==> config.mk <==
export PLATFORM = sky130hd
export DESIGN_NAME = base64_stream_encoder_flat
export DESIGN_NICKNAME = d
export VERILOG_FILES = /design/src/sv/b64e_pkg.sv /design/src/sv/b64e_if.sv /design/src/sv/base64_stream_encoder.sv /design/src/sv/b64e_front.sv /design/src/sv/b64e_queue.sv /design/src/sv/b64e_back.sv /design/src/flat_wrapper.sv
export VERILOG_INCLUDE_DIRS = /design/src /design/src/sv
export SDC_FILE = /design/constraint.sdc
export NUM_CORES = 1
export LEC_CHECK = 0
export BUFFER_PORTS_ARGS = -buffer_cell sky130_fd_sc_hd__buf_4
export CAP_MARGIN = 15
export CORE_ASPECT_RATIO = 0.75
export CORE_MARGIN = 8
export CORE_UTILIZATION = 25
export DETAILED_ROUTE_END_ITERATION = 6
export SLEW_MARGIN = 40
export SYNTH_ARGS = -nofsm -noshare
export SYNTH_HDL_FRONTEND = slang
export SYNTH_SLANG_ARGS = --single-unit
==> constraint.sdc <==
create_clock -name clk_i -period 2.3 [get_ports clk_i]
set_clock_uncertainty 0.15 [all_clocks]
set_input_delay 0.345 -clock clk_i [delete_from_list [all_inputs] [get_ports clk_i]]
set_output_delay 0.345 -clock clk_i [all_outputs]
set_load 0.005 [all_outputs]
==> src/sv/base64_stream_encoder_defines.svh <==
// Assertion macros shared by the Base64 encoder modules.
`ifndef BASE64_STREAM_ENCODER_DEFINES_SVH
`define BASE64_STREAM_ENCODER_DEFINES_SVH

// Check a property on every rising edge outside reset.
`define B64E_ASSERT(name, prop, msg) \
  name: assert property (@(posedge clk_i) disable iff (!rst_ni) prop) \
    else $error(msg);

// Check a property on every rising edge, reset included.
`define B64E_ASSERT_ALWAYS(name, prop, msg) \
  name: assert property (@(posedge clk_i) prop) else $error(msg);

`endif

==> src/sv/b64e_pkg.sv <==
// Types, constants and the character table of the Base64 encoder.
package b64e_pkg;

  localparam int unsigned ByteW         = 8;
  localparam int unsigned CharW         = 7;
  localparam int unsigned QueueDepthDef = 2;

  localparam logic [CharW-1:0] PadChar = 7'h3D;  // '='

  // Position within the current three-byte group.
  typedef enum logic [2:0] {
    PhFirst  = 3'b001,
    PhSecond = 3'b010,
    PhThird  = 3'b100
  } phase_e;

  // One request's characters as handed from front to back.
  typedef struct packed {
    logic [3:0][CharW-1:0] chars;
    logic [1:0]            last_idx;  // index of the request's final character
    logic                  fin;       // request closes the message
  } job_t;

  // Map a sextet to its character of the standard alphabet.
  function automatic logic [CharW-1:0] b64_char(input logic [5:0] v);
    logic [CharW-1:0] w;
    w = {1'b0, v};
    if (v < 6'd26)      return w + 7'd65;  // 'A'..'Z'
    else if (v < 6'd52) return w + 7'd71;  // 'a'..'z'
    else if (v < 6'd62) return w - 7'd4;   // '0'..'9'
    else if (v == 6'd62) return 7'h2B;     // '+'
    else                return 7'h2F;      // '/'
  endfunction

endpackage

==> src/sv/b64e_if.sv <==
// Valid/ready stream interfaces for the byte input and character output.
interface b64e_byte_if import b64e_pkg::*; ();
  logic             valid;
  logic             ready;
  logic [ByteW-1:0] data_byte;
  logic             final_byte;

  modport source (output valid, data_byte, final_byte, input ready);
  modport sink   (input valid, data_byte, final_byte, output ready);
endinterface

interface b64e_char_if import b64e_pkg::*; ();
  logic             valid;
  logic             ready;
  logic [CharW-1:0] code_char;
  logic             end_of_text;

  modport source (output valid, code_char, end_of_text, input ready);
  modport sink   (input valid, code_char, end_of_text, output ready);
endinterface

==> src/sv/base64_stream_encoder.sv <==
// Top level of the Base64 stream encoder.
// Encodes a byte stream into standard Base64 characters with '=' padding.
// Input channel byte_i: one message byte per request, final_byte set on the
// last byte of a message. Output channel char_o: one ASCII character per
// request, end_of_text set on the last character of the encoded message.
// The first character of a byte is offered once it has passed the request
// queue and the output register. Throughput: the output register sends one
// character per cycle while a request waits and char_o.ready holds, so a
// byte gives one to four characters (two for the third byte of a group, four
// for a lone final byte), and that single output register sets the pace.
// The front end takes a byte every cycle while the request queue has room.
// Reset (rst_ni low, asynchronous) empties the queue, drops any character
// in flight and restarts at the first byte of a group.
// When the receiver stalls, the output character holds, the queue fills and
// byte_i.ready falls once QueueDepth requests are waiting.
module base64_stream_encoder import b64e_pkg::*; #(
  parameter int unsigned QueueDepth = QueueDepthDef  // at least 2
) (
  input  logic clk_i,
  input  logic rst_ni,
  b64e_byte_if.sink   byte_i,
  b64e_char_if.source char_o
);

  // Front to queue.
  logic push, q_full;
  job_t job;

  // Queue to back.
  logic head_valid, pop;
  job_t head;

  // Classify each byte by its group phase and build its characters.
  b64e_front u_front (
    .clk_i    (clk_i),
    .rst_ni   (rst_ni),
    .byte_i   (byte_i),
    .q_full_i (q_full),
    .push_o   (push),
    .job_o    (job)
  );

  // Decouple byte intake from character output.
  b64e_queue #(
    .Depth (QueueDepth)
  ) u_queue (
    .clk_i   (clk_i),
    .rst_ni  (rst_ni),
    .push_i  (push),
    .job_i   (job),
    .full_o  (q_full),
    .pop_i   (pop),
    .valid_o (head_valid),
    .head_o  (head)
  );

  // Send the characters one by one; pop the request with its last one.
  b64e_back u_back (
    .clk_i        (clk_i),
    .rst_ni       (rst_ni),
    .head_valid_i (head_valid),
    .head_i       (head),
    .pop_o        (pop),
    .char_o       (char_o)
  );

endmodule

==> src/sv/b64e_front.sv <==
// Front end: accept bytes, track the group phase, build character requests.
module b64e_front import b64e_pkg::*; (
  input  logic  clk_i,
  input  logic  rst_ni,
  b64e_byte_if.sink byte_i,
  input  logic  q_full_i,
  output logic  push_o,
  output job_t  job_o
);

  phase_e     phase_q, phase_d;
  logic [3:0] carry_q, carry_d;
  logic [7:0] b;
  logic       fin;

  assign byte_i.ready = !q_full_i;
  assign push_o       = byte_i.valid && !q_full_i;
  assign b            = byte_i.data_byte;
  assign fin          = byte_i.final_byte;

  always_comb begin
    job_o.fin      = fin;
    job_o.chars[2] = PadChar;
    job_o.chars[3] = PadChar;
    phase_d        = phase_q;
    carry_d        = carry_q;
    case (phase_q)
      PhSecond: begin
        job_o.chars[0] = b64_char({carry_q[1:0], b[7:4]});
        job_o.chars[1] = b64_char({b[3:0], 2'b00});
        job_o.last_idx = fin ? 2'd2 : 2'd0;
        phase_d        = PhThird;
        carry_d        = b[3:0];
      end
      PhThird: begin
        job_o.chars[0] = b64_char({carry_q, b[7:6]});
        job_o.chars[1] = b64_char(b[5:0]);
        job_o.last_idx = 2'd1;
        phase_d        = PhFirst;
        carry_d        = 4'd0;
      end
      default: begin
        job_o.chars[0] = b64_char(b[7:2]);
        job_o.chars[1] = b64_char({b[1:0], 4'b0000});
        job_o.last_idx = fin ? 2'd3 : 2'd0;
        phase_d        = PhSecond;
        carry_d        = {2'b00, b[1:0]};
      end
    endcase
    // Close the group at message end.
    if (fin) begin
      phase_d = PhFirst;
      carry_d = 4'd0;
    end
  end

  always_ff @(posedge clk_i or negedge rst_ni) begin
    if (!rst_ni) begin
      phase_q <= PhFirst;
      carry_q <= 4'd0;
    end else if (push_o) begin
      phase_q <= phase_d;
      carry_q <= carry_d;
    end
  end

endmodule

==> src/sv/b64e_queue.sv <==
// Short request queue between the front and back ends.
`include "base64_stream_encoder_defines.svh"
module b64e_queue import b64e_pkg::*; #(
  parameter int unsigned Depth = QueueDepthDef  // at least 2
) (
  input  logic clk_i,
  input  logic rst_ni,
  input  logic push_i,
  input  job_t job_i,
  output logic full_o,
  input  logic pop_i,
  output logic valid_o,
  output job_t head_o
);

  localparam int unsigned PtrW = (Depth > 1) ? $clog2(Depth) : 1;
  localparam int unsigned CntW = $clog2(Depth + 1);

  job_t            mem_q [Depth];
  logic [PtrW-1:0] wr_q, rd_q;
  logic [CntW-1:0] cnt_q;

  assign full_o  = cnt_q == CntW'(Depth);
  assign valid_o = cnt_q != '0;
  assign head_o  = mem_q[rd_q];

  function automatic logic [PtrW-1:0] advance(input logic [PtrW-1:0] p);
    return (p == PtrW'(Depth - 1)) ? '0 : p + 1'b1;
  endfunction

  always_ff @(posedge clk_i) begin
    if (push_i) mem_q[wr_q] <= job_i;
  end

  always_ff @(posedge clk_i or negedge rst_ni) begin
    if (!rst_ni) begin
      wr_q  <= '0;
      rd_q  <= '0;
      cnt_q <= '0;
    end else begin
      if (push_i) wr_q <= advance(wr_q);
      if (pop_i)  rd_q <= advance(rd_q);
      if (push_i && !pop_i)      cnt_q <= cnt_q + 1'b1;
      else if (pop_i && !push_i) cnt_q <= cnt_q - 1'b1;
    end
  end

  `B64E_ASSERT_ALWAYS(a_cnt_range, cnt_q <= CntW'(Depth), "queue count beyond depth")
  `B64E_ASSERT(a_no_overflow, push_i |-> !full_o, "push into a full queue")
  `B64E_ASSERT(a_no_underflow, pop_i |-> valid_o, "pop from an empty queue")

endmodule

==> src/sv/b64e_back.sv <==
// Back end: stream each request's characters through the output register.
`include "base64_stream_encoder_defines.svh"
module b64e_back import b64e_pkg::*; (
  input  logic clk_i,
  input  logic rst_ni,
  input  logic head_valid_i,
  input  job_t head_i,
  output logic pop_o,
  b64e_char_if.source char_o
);

  logic [1:0]       idx_q;
  logic             ov_q;
  logic [CharW-1:0] char_q;
  logic             eot_q;
  logic             load, last_char;

  assign load      = head_valid_i && (!ov_q || char_o.ready);
  assign last_char = idx_q == head_i.last_idx;
  assign pop_o     = load && last_char;

  assign char_o.valid       = ov_q;
  assign char_o.code_char   = char_q;
  assign char_o.end_of_text = eot_q;

  always_ff @(posedge clk_i or negedge rst_ni) begin
    if (!rst_ni) begin
      idx_q <= 2'd0;
      ov_q  <= 1'b0;
    end else begin
      if (load) begin
        idx_q <= last_char ? 2'd0 : idx_q + 2'd1;
        ov_q  <= 1'b1;
      end else if (char_o.ready) begin
        ov_q  <= 1'b0;
      end
    end
  end

  always_ff @(posedge clk_i) begin
    if (load) begin
      char_q <= head_i.chars[idx_q];
      eot_q  <= head_i.fin && last_char;
    end
  end

  `B64E_ASSERT(a_idx_in_job, head_valid_i |-> idx_q <= head_i.last_idx, "index past request end")
  `B64E_ASSERT(a_idx_idle, !head_valid_i |-> idx_q == 2'd0, "index left over without request")

endmodule
==> src/flat_wrapper.sv <==
// flat-port wrapper written by rule: the top's interface ports become plain ports
module base64_stream_encoder_flat import b64e_pkg::*;
#(
  parameter int unsigned QueueDepth = QueueDepthDef               
)
  (clk_i, rst_ni, byte_i_valid, byte_i_data_byte, byte_i_final_byte, byte_i_ready, char_o_valid, char_o_code_char, char_o_end_of_text, char_o_ready);
  b64e_byte_if byte_i_i ();
  b64e_char_if char_o_i ();
  input  logic clk_i;
  input  logic rst_ni;
  input wire logic [$bits(byte_i_i.valid)-1:0] byte_i_valid;
  input wire logic [$bits(byte_i_i.data_byte)-1:0] byte_i_data_byte;
  input wire logic [$bits(byte_i_i.final_byte)-1:0] byte_i_final_byte;
  output wire logic [$bits(byte_i_i.ready)-1:0] byte_i_ready;
  output wire logic [$bits(char_o_i.valid)-1:0] char_o_valid;
  output wire logic [$bits(char_o_i.code_char)-1:0] char_o_code_char;
  output wire logic [$bits(char_o_i.end_of_text)-1:0] char_o_end_of_text;
  input wire logic [$bits(char_o_i.ready)-1:0] char_o_ready;
  assign byte_i_i.valid = byte_i_valid;
  assign byte_i_i.data_byte = byte_i_data_byte;
  assign byte_i_i.final_byte = byte_i_final_byte;
  assign byte_i_ready = byte_i_i.ready;
  assign char_o_valid = char_o_i.valid;
  assign char_o_code_char = char_o_i.code_char;
  assign char_o_end_of_text = char_o_i.end_of_text;
  assign char_o_i.ready = char_o_ready;
  base64_stream_encoder #(.QueueDepth(QueueDepth)) u_core (.clk_i(clk_i), .rst_ni(rst_ni), .byte_i(byte_i_i), .char_o(char_o_i));
endmodule
======== Word level (Yosys, flattened, before mapping) ========
Memories as Yosys holds them, arrays and structs flattened.
Cells that the tools add are included.
Widths: inputs -> output; s select.
word-level totals
  output and inout bits ................... 10
  bits in read-only memories .............. 0
  bits in latches ......................... 0
  RAM bits ................................ 34
  register bits ........................... 22
  logic and storage cells ................. 114
  memories kept ........................... 1
  input port bits ......................... 13
memories
  memory                words  width  read ports  clocked after Yosys merged registers in  wr ports  RTL line          RTL
  u_core.u_queue.mem_q  2      17     1           0                                        1         b64e_queue.sv:19  job_t mem_q [Depth];
operators by class
  muxes and demuxes ....................... 40
  add/sub/neg operators ................... 23
  div/mod/pow operators ................... 0
  shift-type cells ........................ 0
  reductions and logical operators ........ 14
  equal/unequal tests ..................... 8
  bitwise gates (word level) .............. 0
  $lt $le $gt $ge ......................... 19
  $mul .................................... 0
operator list
  operator             number
  $mux 7               19
  $add 6x7->7 const B  12
  $lt 6x6->1 const B   12
  $sub 6x3->7 const B  6
  $lt 6x5->1 const B   6
  $pmux 16 s2          1
  $eq 6x6->1 const B   4
  $mux 3               5
  $bmux 7 s2           1
  $mux 2               5
  $pmux 4 s2           1
  $logic_and 1x1->1    6
  $mux 1               6
  $pmux 3 s2           1
  $reduce_bool 2->1    3
  $add 2x1->2 const B  2
  $logic_not 1->1      4
  $mux 4               1
  $eq 3x2->1 const B   1
  $eq 3x3->1 const B   1
  $lt 2x3->1 const B   1
  $add 1x1->1 const B  2
  $eq 2x2->1           1
  $eq 2x2->1 const B   1
  other kinds (2)      2

======== Logic depth before layout (Yosys ltp) ========
  word-level depth ........................ 7
  gate-level depth with buffers ........... 12
  depth with buffers taken out ............ 10

======== Modules after synthesis ========
A second synthesis with hierarchy kept.
second synthesis, totals
  cells, all modules ...................... 516
  area, all modules ....................... 5509.0 um^2
modules (own cells, without submodules)
  module      cells each  instances  sequential area each (um^2)  area an instance (um^2)
  b64e_queue  113         1          1961.9                       2580.0
  b64e_front  368         1          176.4                        2334.7
  b64e_back   35          1          315.3                        594.3

======== Worst setup path after synthesis ========
No wires, ideal clock.
  kind .................................... input to register
  start ................................... input byte_i_data_byte[1]
  end ..................................... memory u_core.u_queue.mem_q[0][14] (netlist name), data pin
  stages on the path ...................... 11
  slack ................................... -0.390 ns
  path buffers ............................ 2
  data required time ...................... 1.885 ns
  data arrival time ....................... 2.275 ns
  setup time .............................. 0.265 ns
  cells stage by stage .................... clkbuf_1 -> inv_1 -> ha_1 -> nor2b_1 -> buf_2 -> xnor2_1 -> ha_1 -> o21ai_0 -> o211ai_1 -> xnor2_1 -> a221o_1
RTL lines
  element             RTL line            RTL
  start: declaration  flat_wrapper.sv:12  input wire logic [$bits(byte_i_i.data_byte)-1:0] byte_i_data_byte;
  end: declaration    b64e_queue.sv:19

==> run_results.csv <==
group,metric,value,unit
routing,ant_nets,0,
flow_run,max-cap-violations,0,
logic_synthesis,synth_seq_cells,56,
clock_network,cts_buffers,5,
routing,drt_iter0_markers,526,
hold_path,worstHoldStart,"char_o_ready",
layout,antenna_cells,0,
logic_synthesis,yosysUniqueCellTypes,71,
floorplanning,std_cell_rows,40,
timing,tightest_slew,0.603,ns
routing,totalWireLength,12.0,mm
clock_network,cts.sinks,56,
logic_synthesis,synth-seq-area-share,0.392,
power_and_ir_drop,power.density,931,mW/mm^2
worst_setup_path,worst_r2r_path_depth,8,
worst_setup_path,r2r_start,"u_core.u_front.carry_q[1]",
routing,dr.pass1.iters,5,
timing,fin_crit_sh,0.977,
logic_synthesis,syn_area,0.00411,mm^2
clock_network,clk_pin_slew,0.07,ns
layout,instances_no_fill,719,
timing,finalCriticalPeriod,2.25,ns
layout,final_cell_mix,"buf_4, edfxtp_1, nor2_1, nand2_1, nand3_1",
timing,slew_violations,0,
hold_path,hold-path-cell-count,2,
grt,grt_max_degree,20,
worst_setup_path,cp_data_required_time,2.19,ns
floorplanning,initial_core_util,0.256,
clock_network,cts_tree,"yes",
timing,fmax,445,MHz
logic_synthesis,synthFlopType,"edfxtp_1",
floorplanning,die_area,0.0209,mm^2
worst_setup_path,arrival,2.13,ns
floorplanning,dieHeight,127,um
status,status,"complete, no violations",
power_and_ir_drop,p_leak,2.02,nW
grt,grt_pass1_vias,3610,
power_and_ir_drop,finalPower,0.00481,W
worst_setup_path,path_class,"reg -> reg",
logic_synthesis,synth_edf_count,42,
grt,grtUsageTotal,0.116,
logic_synthesis,async_flop_share,0.250,
layout,fin_util,0.322,
placed_design,dpl.hpwl,9.30,mm
worst_setup_path,crit_path_max_fanout,9,
worst_setup_path,startpoint,"u_core.u_front.carry_q[1]",
layout,drive_gt1_frac,0.273,
logic_synthesis,syn_avg_cell_area,9.48,um^2
placed_design,port-buffer-count,22,
logic_synthesis,syn-instance-count,434,
clock_network,insertion_delay,0.29,ns
placed_design,place_congestion,0.900,
floorplanning,die_w,164,um
layout,nNetsFinal,545,
floorplanning,core-area,0.0161,mm^2
timing,rsz0062_at_grt,"true",
worst_setup_path,cp-end-kind,"flop",
floorplanning,io_pins,23,
routing,route.detailed.drc,0,
worst_setup_path,cp-start-kind,"flop",
clock_network,cts_root_buf,"clkbuf_16",
placed_design,dp_cells,709,
routing,wire_per_inst,16.7,um
timing,holdWs,0.0937,ns
timing,setup_viol,0,
logic_synthesis,yosys_warnings,0,
layout,layout_commonest_cell,"buf_4",
power_and_ir_drop,vdd_ir_drop_max,0.368,mV
routing,num_vias,3724,
routing,viasPerCell,5.18,
grt,antenna_found_initial,0,
timing,relSlewSlack,0.598,
timing,hold_viol_final,0,
grt,overflow,0,
layout,syn_to_final_growth,25.6,%
clock_network,cts-htree-levels,2,
logic_synthesis,synth.net_count,471,
hold_path,hold_path_class,"in -> reg",
clock_network,clk_path_buf_depth,2,
grt,grt_first_pass_wirelength,19.6,mm
## Yosys cell counts, drive strengths merged (3+ instances only)
cell type,n,share of area
clkbuf,13,0.012
inv,20,0.018
xnor2,15,0.032
a21oi,25,0.033
mux4,7,0.038
a31oi,6,0.0091
nor2b,11,0.017
nand4,9,0.014
nor2,35,0.032
a211oi,7,0.013
or2,7,0.011
nand3,23,0.028
o21ai,22,0.027
or3,3,0.0046
edfxtp,42,0.31
xor2,3,0.0064
o21a,3,0.0055
dfrtp,13,0.079
nor3,10,0.012
nand2b,8,0.012
a32oi,3,0.0064
o311ai,5,0.011
a221oi,7,0.015
o211ai,6,0.011
buf,17,0.022
a22oi,3,0.0067
and2,5,0.0076
a21o,4,0.0073
ha,24,0.073
nand2,34,0.031
o311a,3,0.0073
mux2i,5,0.012
## kinds of logic after synthesis
kind of cell,Yosys count,share of synthesized area
AND/OR/NAND/NOR,155,0.188
AO/OA/AOI/OAI,117,0.202
flip-flops,56,0.392
buffers and inverters,51,0.0535
adder cells (fa/ha/maj),24,0.0730
XOR/XNOR,18,0.0383
multiplexers,13,0.0532
## what timing repair did
action                     4_1_cts  5_1_grt
setup endpoints to repair        4       14
hold endpoints to repair        14        0
hold buffers                     1        0
cloned                           0        0
buffers inserted                 0        1
resized for setup                2       11
pin swaps                        0        1
## report_power, final
part	internal (W)	switching, W
clock network	0.000412	0.000360
logic	0.00105	0.00120
registers	0.00159	0.000207
total	0.00305	0.00177
## layout make-up
cell class                 instances  area [um^2]
tap                              210          263
fill                            1630        10900
inverter                          21         81.3
sequential                        56         1610
clock inverter                     3         25.0
multi-input combinational        327         2330
timing repair buffer              97          731
clock buffer                       5          125
## critical path, cell delays in order, from the launching register on
cell	delay (ns)
dfrtp_1	0.39
buf_4	0.21
ha_1	0.20
nand3_1	0.10
and2_2	0.23
buf_4	0.15
mux2i_1	0.14
a21oi_1	0.13
a211o_1	0.28
## metal layers
metal / track usage / share of wire
met1: 0.167 / 0.47
met2: 0.170 / 0.43
met3: 0.0266 / 0.087
met4: 0.0256 / 0.011
met5: 0 / 0
## flip-flops by register name (all words and copies together), names as in the netlist
register	count
u_core.u_queue.mem_q	34
u_core.u_front.carry_q	4
u_core.u_back.char_o.valid	1
u_core.u_back.idx_q	2
u_core.u_back.char_o.code_char	7
u_core.u_back.char_o.end_of_text	1
u_core.u_queue.rd_q	1
u_core.u_queue.wr_q	1
u_core.u_front.phase_q	3
u_core.u_queue.cnt_q	2
## through the flow
| stage | setup WS (ns) | setup TNS (ns) | instance area (um^2) |
|---|---|---|---|
| floorplan | 0.000964 | 0 | 4150 |
| global placement | -0.0337 | -0.121 | 4970 |
| detailed placement | -0.0412 | -0.288 | 4970 |
| CTS | 0.0338 | 0 | 5130 |
| global route | -0.0292 | -0.0584 | 5170 |
| finish | 0.0533 | 0 | 5170 |
## worst paths after layout
kind / to / slack [ns]
worst min-delay path: u_core.u_back.char_o.valid / 0.09
max in group asynchronous: u_core.u_front.phase_q[0] / 1.46
worst max-delay path: u_core.u_queue.mem_q[1][4] / 0.05
worst min register to register: u_core.u_queue.cnt_q[1] / 0.35
min in group asynchronous: u_core.u_front.carry_q[1] / 0.30
worst max register to register: u_core.u_queue.mem_q[1][4] / 0.05
No activity file was read; power rests on OpenSTA's default activity.
